`config.mk`:
```
export PLATFORM = sky130hd
export DESIGN_NAME = ppp_ctrl
export DESIGN_NICKNAME = d
export VERILOG_FILES = /design/src/rtl/ppp_pkg.sv /design/src/rtl/ppp_ctrl.sv
export SDC_FILE = /design/constraint.sdc
export NUM_CORES = 1
export LEC_CHECK = 0
export BUFFER_PORTS_ARGS = -buffer_cell sky130_fd_sc_hd__buf_2
export CAP_MARGIN = 20
export CORE_ASPECT_RATIO = 1.5
export CORE_UTILIZATION = 46
export DETAILED_ROUTE_END_ITERATION = 7
export GPL_TIMING_DRIVEN = 1
export HOLD_SLACK_MARGIN = 0.1
export PLACE_DENSITY = 0.66
export SLEW_MARGIN = 20
export SYNTH_ARGS = -nofsm -noshare
export SYNTH_HDL_FRONTEND = slang
export SYNTH_SLANG_ARGS = --single-unit
```
`constraint.sdc`:
```
create_clock -name clk -period 4.5 [get_ports clk]
set_clock_uncertainty 0.2 [all_clocks]
set_input_delay 0.45 -clock clk [delete_from_list [all_inputs] [get_ports clk]]
set_output_delay 0.45 -clock clk [all_outputs]
set_load 0.02 [all_outputs]
```
`src/rtl/ppp_pkg.sv`:
```
`timescale 1ns / 1ps

package ppp_pkg;

    localparam int DEF_COORD_BITS = 24;
    localparam int T_FRAC         = 16;
    localparam int T_BITS         = T_FRAC + 1;
    localparam int T_ONE          = 1 << T_FRAC;
    localparam int ROUND_HALF     = 1 << (T_FRAC - 1);
    localparam int DIST_BITS      = 25;
    localparam int ARC_BITS       = 32;

    localparam logic [DIST_BITS-1:0] DIST_MAX = '1;
    localparam logic [ARC_BITS-1:0]  ARC_MAX  = '1;

    // datapath operations issued by the controller
    typedef enum logic [3:0] {
        OP_NONE,
        OP_CAPTURE,
        OP_DIFF,
        OP_MUL,
        OP_LEN,
        OP_SEG,
        OP_DOT,
        OP_PX,
        OP_EX,
        OP_PY,
        OP_EY,
        OP_ROOT,
        OP_PA,
        OP_SCORE,
        OP_EMIT
    } op_t;

    // operand pair for the shift-add multiplier
    typedef enum logic [2:0] {
        MS_DX,
        MS_DY,
        MS_RXDX,
        MS_RYDY,
        MS_EX,
        MS_EY
    } mul_sel_t;

    typedef struct packed {
        op_t      op;
        mul_sel_t mul_sel;
        logic     mul_clear;
    } cmd_t;

    typedef struct packed {
        logic mul_busy;
        logic sq_busy;
        logic dv_busy;
        logic out_free;
        logic item_first;
        logic item_last;
    } stat_t;

endpackage

```
`src/rtl/ppp_ctrl.sv`:
```
`timescale 1ns / 1ps

module ppp_ctrl
(
    input  logic            clk,
    input  logic            rst_n,
    input  logic            in_valid,
    output logic            in_stall,
    input  ppp_pkg::stat_t  st,
    output ppp_pkg::cmd_t   cmd
);

    typedef enum logic [4:0] {
        S_IDLE,
        S_CHECK,
        S_DIFF,
        S_MDX,
        S_MDY,
        S_LEN,
        S_SEG,
        S_MRX,
        S_MRY,
        S_DOT,
        S_PX,
        S_EX,
        S_PY,
        S_EY,
        S_MEX,
        S_MEY,
        S_ROOT,
        S_PA,
        S_SCORE,
        S_EMIT,
        S_WAIT
    } state_t;

    state_t state_reg, state_next;
    state_t ret_reg, ret_next;
    logic   unit_busy;

    assign unit_busy = st.mul_busy | st.sq_busy | st.dv_busy;
    assign in_stall  = (state_reg != S_IDLE);

    always_comb
    begin
        state_next    = state_reg;
        ret_next      = ret_reg;
        cmd.op        = ppp_pkg::OP_NONE;
        cmd.mul_sel   = ppp_pkg::MS_DX;
        cmd.mul_clear = 1'b0;
        case (state_reg)
            S_IDLE:
            begin
                if (in_valid)
                begin
                    cmd.op     = ppp_pkg::OP_CAPTURE;
                    state_next = S_CHECK;
                end
            end
            S_CHECK:
            begin
                // a first word that does not close the path only opens it
                state_next = (st.item_first && !st.item_last) ? S_IDLE : S_DIFF;
            end
            S_DIFF:
            begin
                cmd.op     = ppp_pkg::OP_DIFF;
                state_next = S_MDX;
            end
            S_MDX:
            begin
                cmd.op        = ppp_pkg::OP_MUL;
                cmd.mul_sel   = ppp_pkg::MS_DX;
                cmd.mul_clear = 1'b1;
                state_next    = S_WAIT;
                ret_next      = S_MDY;
            end
            S_MDY:
            begin
                cmd.op      = ppp_pkg::OP_MUL;
                cmd.mul_sel = ppp_pkg::MS_DY;
                state_next  = S_WAIT;
                ret_next    = S_LEN;
            end
            S_LEN:
            begin
                cmd.op     = ppp_pkg::OP_LEN;
                state_next = S_WAIT;
                ret_next   = S_SEG;
            end
            S_SEG:
            begin
                cmd.op     = ppp_pkg::OP_SEG;
                state_next = S_MRX;
            end
            S_MRX:
            begin
                cmd.op        = ppp_pkg::OP_MUL;
                cmd.mul_sel   = ppp_pkg::MS_RXDX;
                cmd.mul_clear = 1'b1;
                state_next    = S_WAIT;
                ret_next      = S_MRY;
            end
            S_MRY:
            begin
                cmd.op      = ppp_pkg::OP_MUL;
                cmd.mul_sel = ppp_pkg::MS_RYDY;
                state_next  = S_WAIT;
                ret_next    = S_DOT;
            end
            S_DOT:
            begin
                cmd.op     = ppp_pkg::OP_DOT;
                state_next = S_WAIT;
                ret_next   = S_PX;
            end
            S_PX:
            begin
                cmd.op     = ppp_pkg::OP_PX;
                state_next = S_EX;
            end
            S_EX:
            begin
                cmd.op     = ppp_pkg::OP_EX;
                state_next = S_PY;
            end
            S_PY:
            begin
                cmd.op     = ppp_pkg::OP_PY;
                state_next = S_EY;
            end
            S_EY:
            begin
                cmd.op     = ppp_pkg::OP_EY;
                state_next = S_MEX;
            end
            S_MEX:
            begin
                cmd.op        = ppp_pkg::OP_MUL;
                cmd.mul_sel   = ppp_pkg::MS_EX;
                cmd.mul_clear = 1'b1;
                state_next    = S_WAIT;
                ret_next      = S_MEY;
            end
            S_MEY:
            begin
                cmd.op      = ppp_pkg::OP_MUL;
                cmd.mul_sel = ppp_pkg::MS_EY;
                state_next  = S_WAIT;
                ret_next    = S_ROOT;
            end
            S_ROOT:
            begin
                cmd.op     = ppp_pkg::OP_ROOT;
                state_next = S_WAIT;
                ret_next   = S_PA;
            end
            S_PA:
            begin
                cmd.op     = ppp_pkg::OP_PA;
                state_next = S_SCORE;
            end
            S_SCORE:
            begin
                cmd.op     = ppp_pkg::OP_SCORE;
                state_next = st.item_last ? S_EMIT : S_IDLE;
            end
            S_EMIT:
            begin
                // hold until the output register can take a new word
                if (st.out_free)
                begin
                    cmd.op     = ppp_pkg::OP_EMIT;
                    state_next = S_IDLE;
                end
            end
            S_WAIT:
            begin
                if (!unit_busy)
                begin
                    state_next = ret_reg;
                end
            end
            default:
            begin
                state_next = S_IDLE;
            end
        endcase
    end

    always_ff @(posedge clk or negedge rst_n)
    begin
        if (!rst_n)
        begin
            state_reg <= S_IDLE;
            ret_reg   <= S_IDLE;
        end
        else
        begin
            state_reg <= state_next;
            ret_reg   <= ret_next;
        end
    end

endmodule

```
-- Yosys cells after proc, flatten, opt, wreduce, memory -nomap -nowiden
Index checks and enable logic that the tools add are counted.
- equality and inequality tests: 23
- muxes and demuxes: 12
- bitwise gates (word level): 2
- reductions and logical operators: 9
- operators with widths (operator ; number):
    $pmux W5 S13 ; 1
    $pmux W4 S14 ; 1
    $pmux W5 S9 ; 1
    $eq A5 B4 Y1 const B ; 8
    $eq A5 B5 Y1 const B ; 5
    $eq A5 B3 Y1 const B ; 4
    $mux W5 ; 4
    $pmux W3 S5 ; 1
    $eq A5 B2 Y1 const B ; 2
    $reduce_bool A9 Y1 ; 1
    $reduce_or A9 Y1 ; 1
    $ne A2 B2 Y1 const B ; 3
    $reduce_or A6 Y1 ; 1
    $eq A5 B1 Y1 const B ; 1
    $logic_not A5 Y1 ; 1
    $reduce_bool A5 Y1 ; 1
    $mux W4 ; 1
    $reduce_and A3 Y1 ; 1
    $reduce_or A3 Y1 ; 1
    $mux W1 ; 2
    $mux W2 ; 1
    $or A1 B1 Y1 ; 2
    $logic_and A1 B1 Y1 ; 1
    $logic_not A1 Y1 ; 1
- bits in registers: 10
- output and inout port bits: 9
- bits of input ports: 9
- word-level logic and storage cells: 48

-- Depth between registers and ports, before layout
- depth after elaboration: 4
- gate-level depth with buffers: 6
- gate-level depth less buffers: 4

-- Worst setup path after synthesis
OpenSTA, ideal clock, no wires.
- kind: reg2out
- start point: register state_reg[2]
- end point: output cmd[5] in the netlist's numbering
- stages on the path, launching flop included: 7
- arrival: 1.528 ns
- slack: 2.322 ns
- data required time: 3.850 ns
- path buffers: 3
- cell sequence: dfrtp_1 > buf_6 > buf_6 > buf_4 > a21oi_1 > o22ai_1 > a211oi_1
- RTL lines (element ; line ; text):
    from (decl) ; ppp_ctrl.sv:37 ; state_t state_reg, state_next;
    from (signal assigned) ; ppp_ctrl.sv:200 ; state_reg <= state_next;
    to (decl) ; ppp_ctrl.sv:10 ; output ppp_pkg::cmd_t cmd

==> run_summary.xml <==
<?xml version="1.0" encoding="UTF-8"?>
<metrics>
  <group name="status">
    <metric name="run_status" unit="">complete, no violations</metric>
  </group>
  <group name="worst_setup_path">
    <metric name="worst_r2r_startpoint" unit="">state_reg[3]$_DFFE_PN0P_</metric>
    <metric name="criticalPathCategory" unit="">reg2out</metric>
    <metric name="critPathCaptureType" unit="">output pin</metric>
    <metric name="worst-path-max-fanout" unit="">25</metric>
    <metric name="critical_path_arrival" unit="ns">2.28</metric>
    <metric name="required" unit="ns">3.85</metric>
    <metric name="start_kind" unit="">register</metric>
    <metric name="setup.worst_path.start" unit="">state_reg[1]$_DFFE_PN0P_</metric>
  </group>
  <group name="pwr">
    <metric name="totalPowerFinal" unit="mW">0.978</metric>
    <metric name="p_per_area" unit="nW/um^2">755</metric>
    <metric name="leakagePower" unit="nW">0.522</metric>
    <metric name="ir_drop" unit="uV">473</metric>
  </group>
  <group name="routing">
    <metric name="ant_nets" unit="">0</metric>
    <metric name="drt_iter0_markers" unit="">34</metric>
    <metric name="routed_wirelength" unit="mm">3.28</metric>
    <metric name="post_drt_wl_per_cell" unit="um">16.2</metric>
    <metric name="routed_via_density" unit="">6.14</metric>
    <metric name="route.detailed.drc" unit="">0</metric>
    <metric name="via_count" unit="">1247</metric>
    <metric name="drt_pre_antenna_iters" unit="">4</metric>
  </group>
  <group name="synthesis">
    <metric name="synth.lib_cells_used.distinct" unit="">51</metric>
    <metric name="synth-main-ff-cell" unit="">dfrtp_1</metric>
    <metric name="area_of_the_mapped_netlist" unit="um^2">1240</metric>
    <metric name="edff_count_synth" unit="">0</metric>
    <metric name="synth_cells" unit="">159</metric>
    <metric name="syn_nets" unit="">168</metric>
    <metric name="synthArstFlopShare" unit="%">100</metric>
    <metric name="netlist_top_cells_area" unit="">dfrtp_1, buf_6, a21oi_1</metric>
    <metric name="synth-seq-cells" unit="">10</metric>
    <metric name="yosysWarnings" unit="">0</metric>
    <metric name="synth.avg_cell_area" unit="um^2">7.83</metric>
    <metric name="synth_top_cell_area_share" unit="%">20.1</metric>
    <metric name="synth_seq_area_share" unit="%">20.1</metric>
    <metric name="synth.largest_area_cell" unit="">dfrtp_1</metric>
  </group>
  <group name="clock_tree">
    <metric name="worst_setup_hold_path_clk_slew" unit="ns">0.08</metric>
    <metric name="cts_num_sinks" unit="">10</metric>
    <metric name="clk-insertion-delay-late" unit="ns">0.28</metric>
    <metric name="clock_path_buffers" unit="">2</metric>
    <metric name="cts_max_level" unit="">1</metric>
    <metric name="tritoncts" unit="">done</metric>
    <metric name="postCtsSetupBuffers" unit="">0</metric>
    <metric name="cts-buffers-inserted" unit="">3</metric>
    <metric name="root_buffer" unit="">clkbuf_4</metric>
  </group>
  <group name="finish">
    <metric name="final_cell_mix" unit="">nor2_1, a21oi_1, buf_2</metric>
    <metric name="mostFrequentLayoutCell" unit="">nor2_1</metric>
    <metric name="final_net_count" unit="">177</metric>
    <metric name="finish.instance_area" unit="um^2">1290</metric>
    <metric name="area.growth.synth_to_final" unit="%">4.02</metric>
    <metric name="stdcell_count" unit="">203</metric>
    <metric name="antenna_cells_inserted" unit="">0</metric>
    <metric name="share_of_post_route_cells_with_drive_strength_above_1" unit="%">21.6</metric>
  </group>
  <group name="global_route">
    <metric name="grt_pass1_vias" unit="">1147</metric>
    <metric name="first_pass_grt_wire_length" unit="mm">5.38</metric>
    <metric name="number_of_antenna_violations_at_the_first_check_in_global_routing" unit="">0</metric>
    <metric name="grt_usage" unit="%">24.8</metric>
    <metric name="globalRoute.totalOverflow" unit="">0</metric>
    <metric name="grt_max_degree" unit="">37</metric>
  </group>
  <group name="floorplan">
    <metric name="site_row_count" unit="">22</metric>
    <metric name="ios" unit="">18</metric>
    <metric name="die_h" unit="um">65.7</metric>
    <metric name="die_width" unit="um">44.5</metric>
    <metric name="floorplan.die_area" unit="um^2">2920</metric>
    <metric name="core_outline_area" unit="um^2">2500</metric>
    <metric name="floorplan.initialDensity" unit="%">49.7</metric>
  </group>
  <group name="sta">
    <metric name="tightest_slew" unit="ns">1.08</metric>
    <metric name="max-slew-margin-rel" unit="%">28.2</metric>
    <metric name="min_period_over_period" unit="%">65.2</metric>
    <metric name="worst_hold_slack" unit="ns">0.367</metric>
    <metric name="setup_viol" unit="">0</metric>
    <metric name="setup-tns-final" unit="ns">0</metric>
    <metric name="finalMaxSlewViolations" unit="">0</metric>
    <metric name="report.final.hold_viol_count" unit="">0</metric>
    <metric name="fin_crit" unit="ns">2.93</metric>
    <metric name="fmaxAchievable" unit="MHz">341</metric>
    <metric name="grt_setup_unrepaired" unit="">no</metric>
  </group>
  <group name="hold_path">
    <metric name="min-delay-path-class" unit="">in2async</metric>
  </group>
  <group name="placed_design">
    <metric name="finalWeightedCongestion" unit="">0.892</metric>
    <metric name="hpwl" unit="mm">2.30</metric>
    <metric name="placed_cells" unit="">198</metric>
    <metric name="placed_area" unit="um^2">1250</metric>
    <metric name="io_buffers" unit="">17</metric>
  </group>
  <group name="run">
    <metric name="drv.max_cap_violation_count" unit="">0</metric>
  </group>
</metrics>
## per-stage QoR
stage          utilization, %  setup WS (ns)
4_1_cts                  51.6           1.44
3_5_place_dp             49.8           1.75
3_3_place_gp             49.8           1.79
2_1_floorplan               -           2.32
6_report                 51.7           1.57
5_1_grt                  51.7           1.40
## where the power goes
group / internal (mW) / leakage (nW) / total [mW] / switching [mW]
combinational: 0.271 / 0.378 / 0.604 / 0.333
clock: 0.0493 / 0.0210 / 0.0864 / 0.0371
sequential: 0.129 / 0.123 / 0.288 / 0.159
total: 0.449 / 0.522 / 0.978 / 0.529
## cell type report
cell class / instances / area [um^2]
Timing Repair Buffer: 18 / 95.1
Multi-Input combinational cell: 129 / 845
Tap cell: 36 / 45.0
Sequential cell: 10 / 251
Inverter: 6 / 22.5
Clock buffer: 4 / 36.3
Fill cell: 263 / 1210
## synthesized netlist by cell type (2+ instances only)
library cell and instances:
dfrtp_1 10, o211ai_1 2, o21ai_0 12, nor3_2 2
buf_6 8, a22oi_1 2, a221oi_2 2, a221oi_1 2
nor2b_1 6, inv_2 2, nand3_1 5, o22ai_1 3
nand2_1 11, nor2_1 18, nand2b_1 5, nand4_1 2
inv_1 4, nor3_1 2, nor3b_1 2, o21ai_1 2
or3b_1 2, buf_4 3, a21oi_1 17, o2bb2ai_1 2
mux2i_1 3, buf_2 3, o221ai_1 3
## logic make-up after synthesis
kind of cell / after synthesis / share of synthesized area [%]
compound gates: 62 / 36.3
mux: 4 / 3.32
flops: 10 / 20.1
xor+xnor: 2 / 2.01
simple gates: 61 / 26.2
buf+inv: 20 / 12.1
## routing by layer
metal,up-vias,GRT usage [%],part of all wire (%)
met5,-,0,0
met4,0,10.2,1.8
met3,7,2.47,4.2
met2,49,40.6,51
met1,584,32.4,43
li1,607,-,-
## path summary, 6_finish.rpt
check	to	slack, ns	cells after the start
setup / recovery	cmd[5]	1.57	5
max in group asynchronous	state_reg[2]$_DFFE_PN0P_	3.50	2
hold / removal	ret_reg[3]$_DFFE_PN0P_	0.37	2
hold reg to reg	ret_reg[2]$_DFFE_PN0P_	0.37	2
min in group clk	ret_reg[2]$_DFFE_PN0P_	0.37	2
setup reg to reg	state_reg[1]$_DFFE_PN0P_	2.21	4
## what timing repair did
| action | in CTS | in global routing |
|---|---|---|
| hold buffers | 1 | 0 |
| gates resized for setup | 0 | 0 |
| hold endpoints to repair | 10 | 0 |
## critical path, cell delays in order (launching register included)
cell,delay [ns]
dfrtp_1,0.90
inv_1,0.33
nand2_1,0.20
o21ai_0,0.11
a211oi_1,0.27
buf_2,0.20
Note: power is estimated with default switching activity, not from simulation.
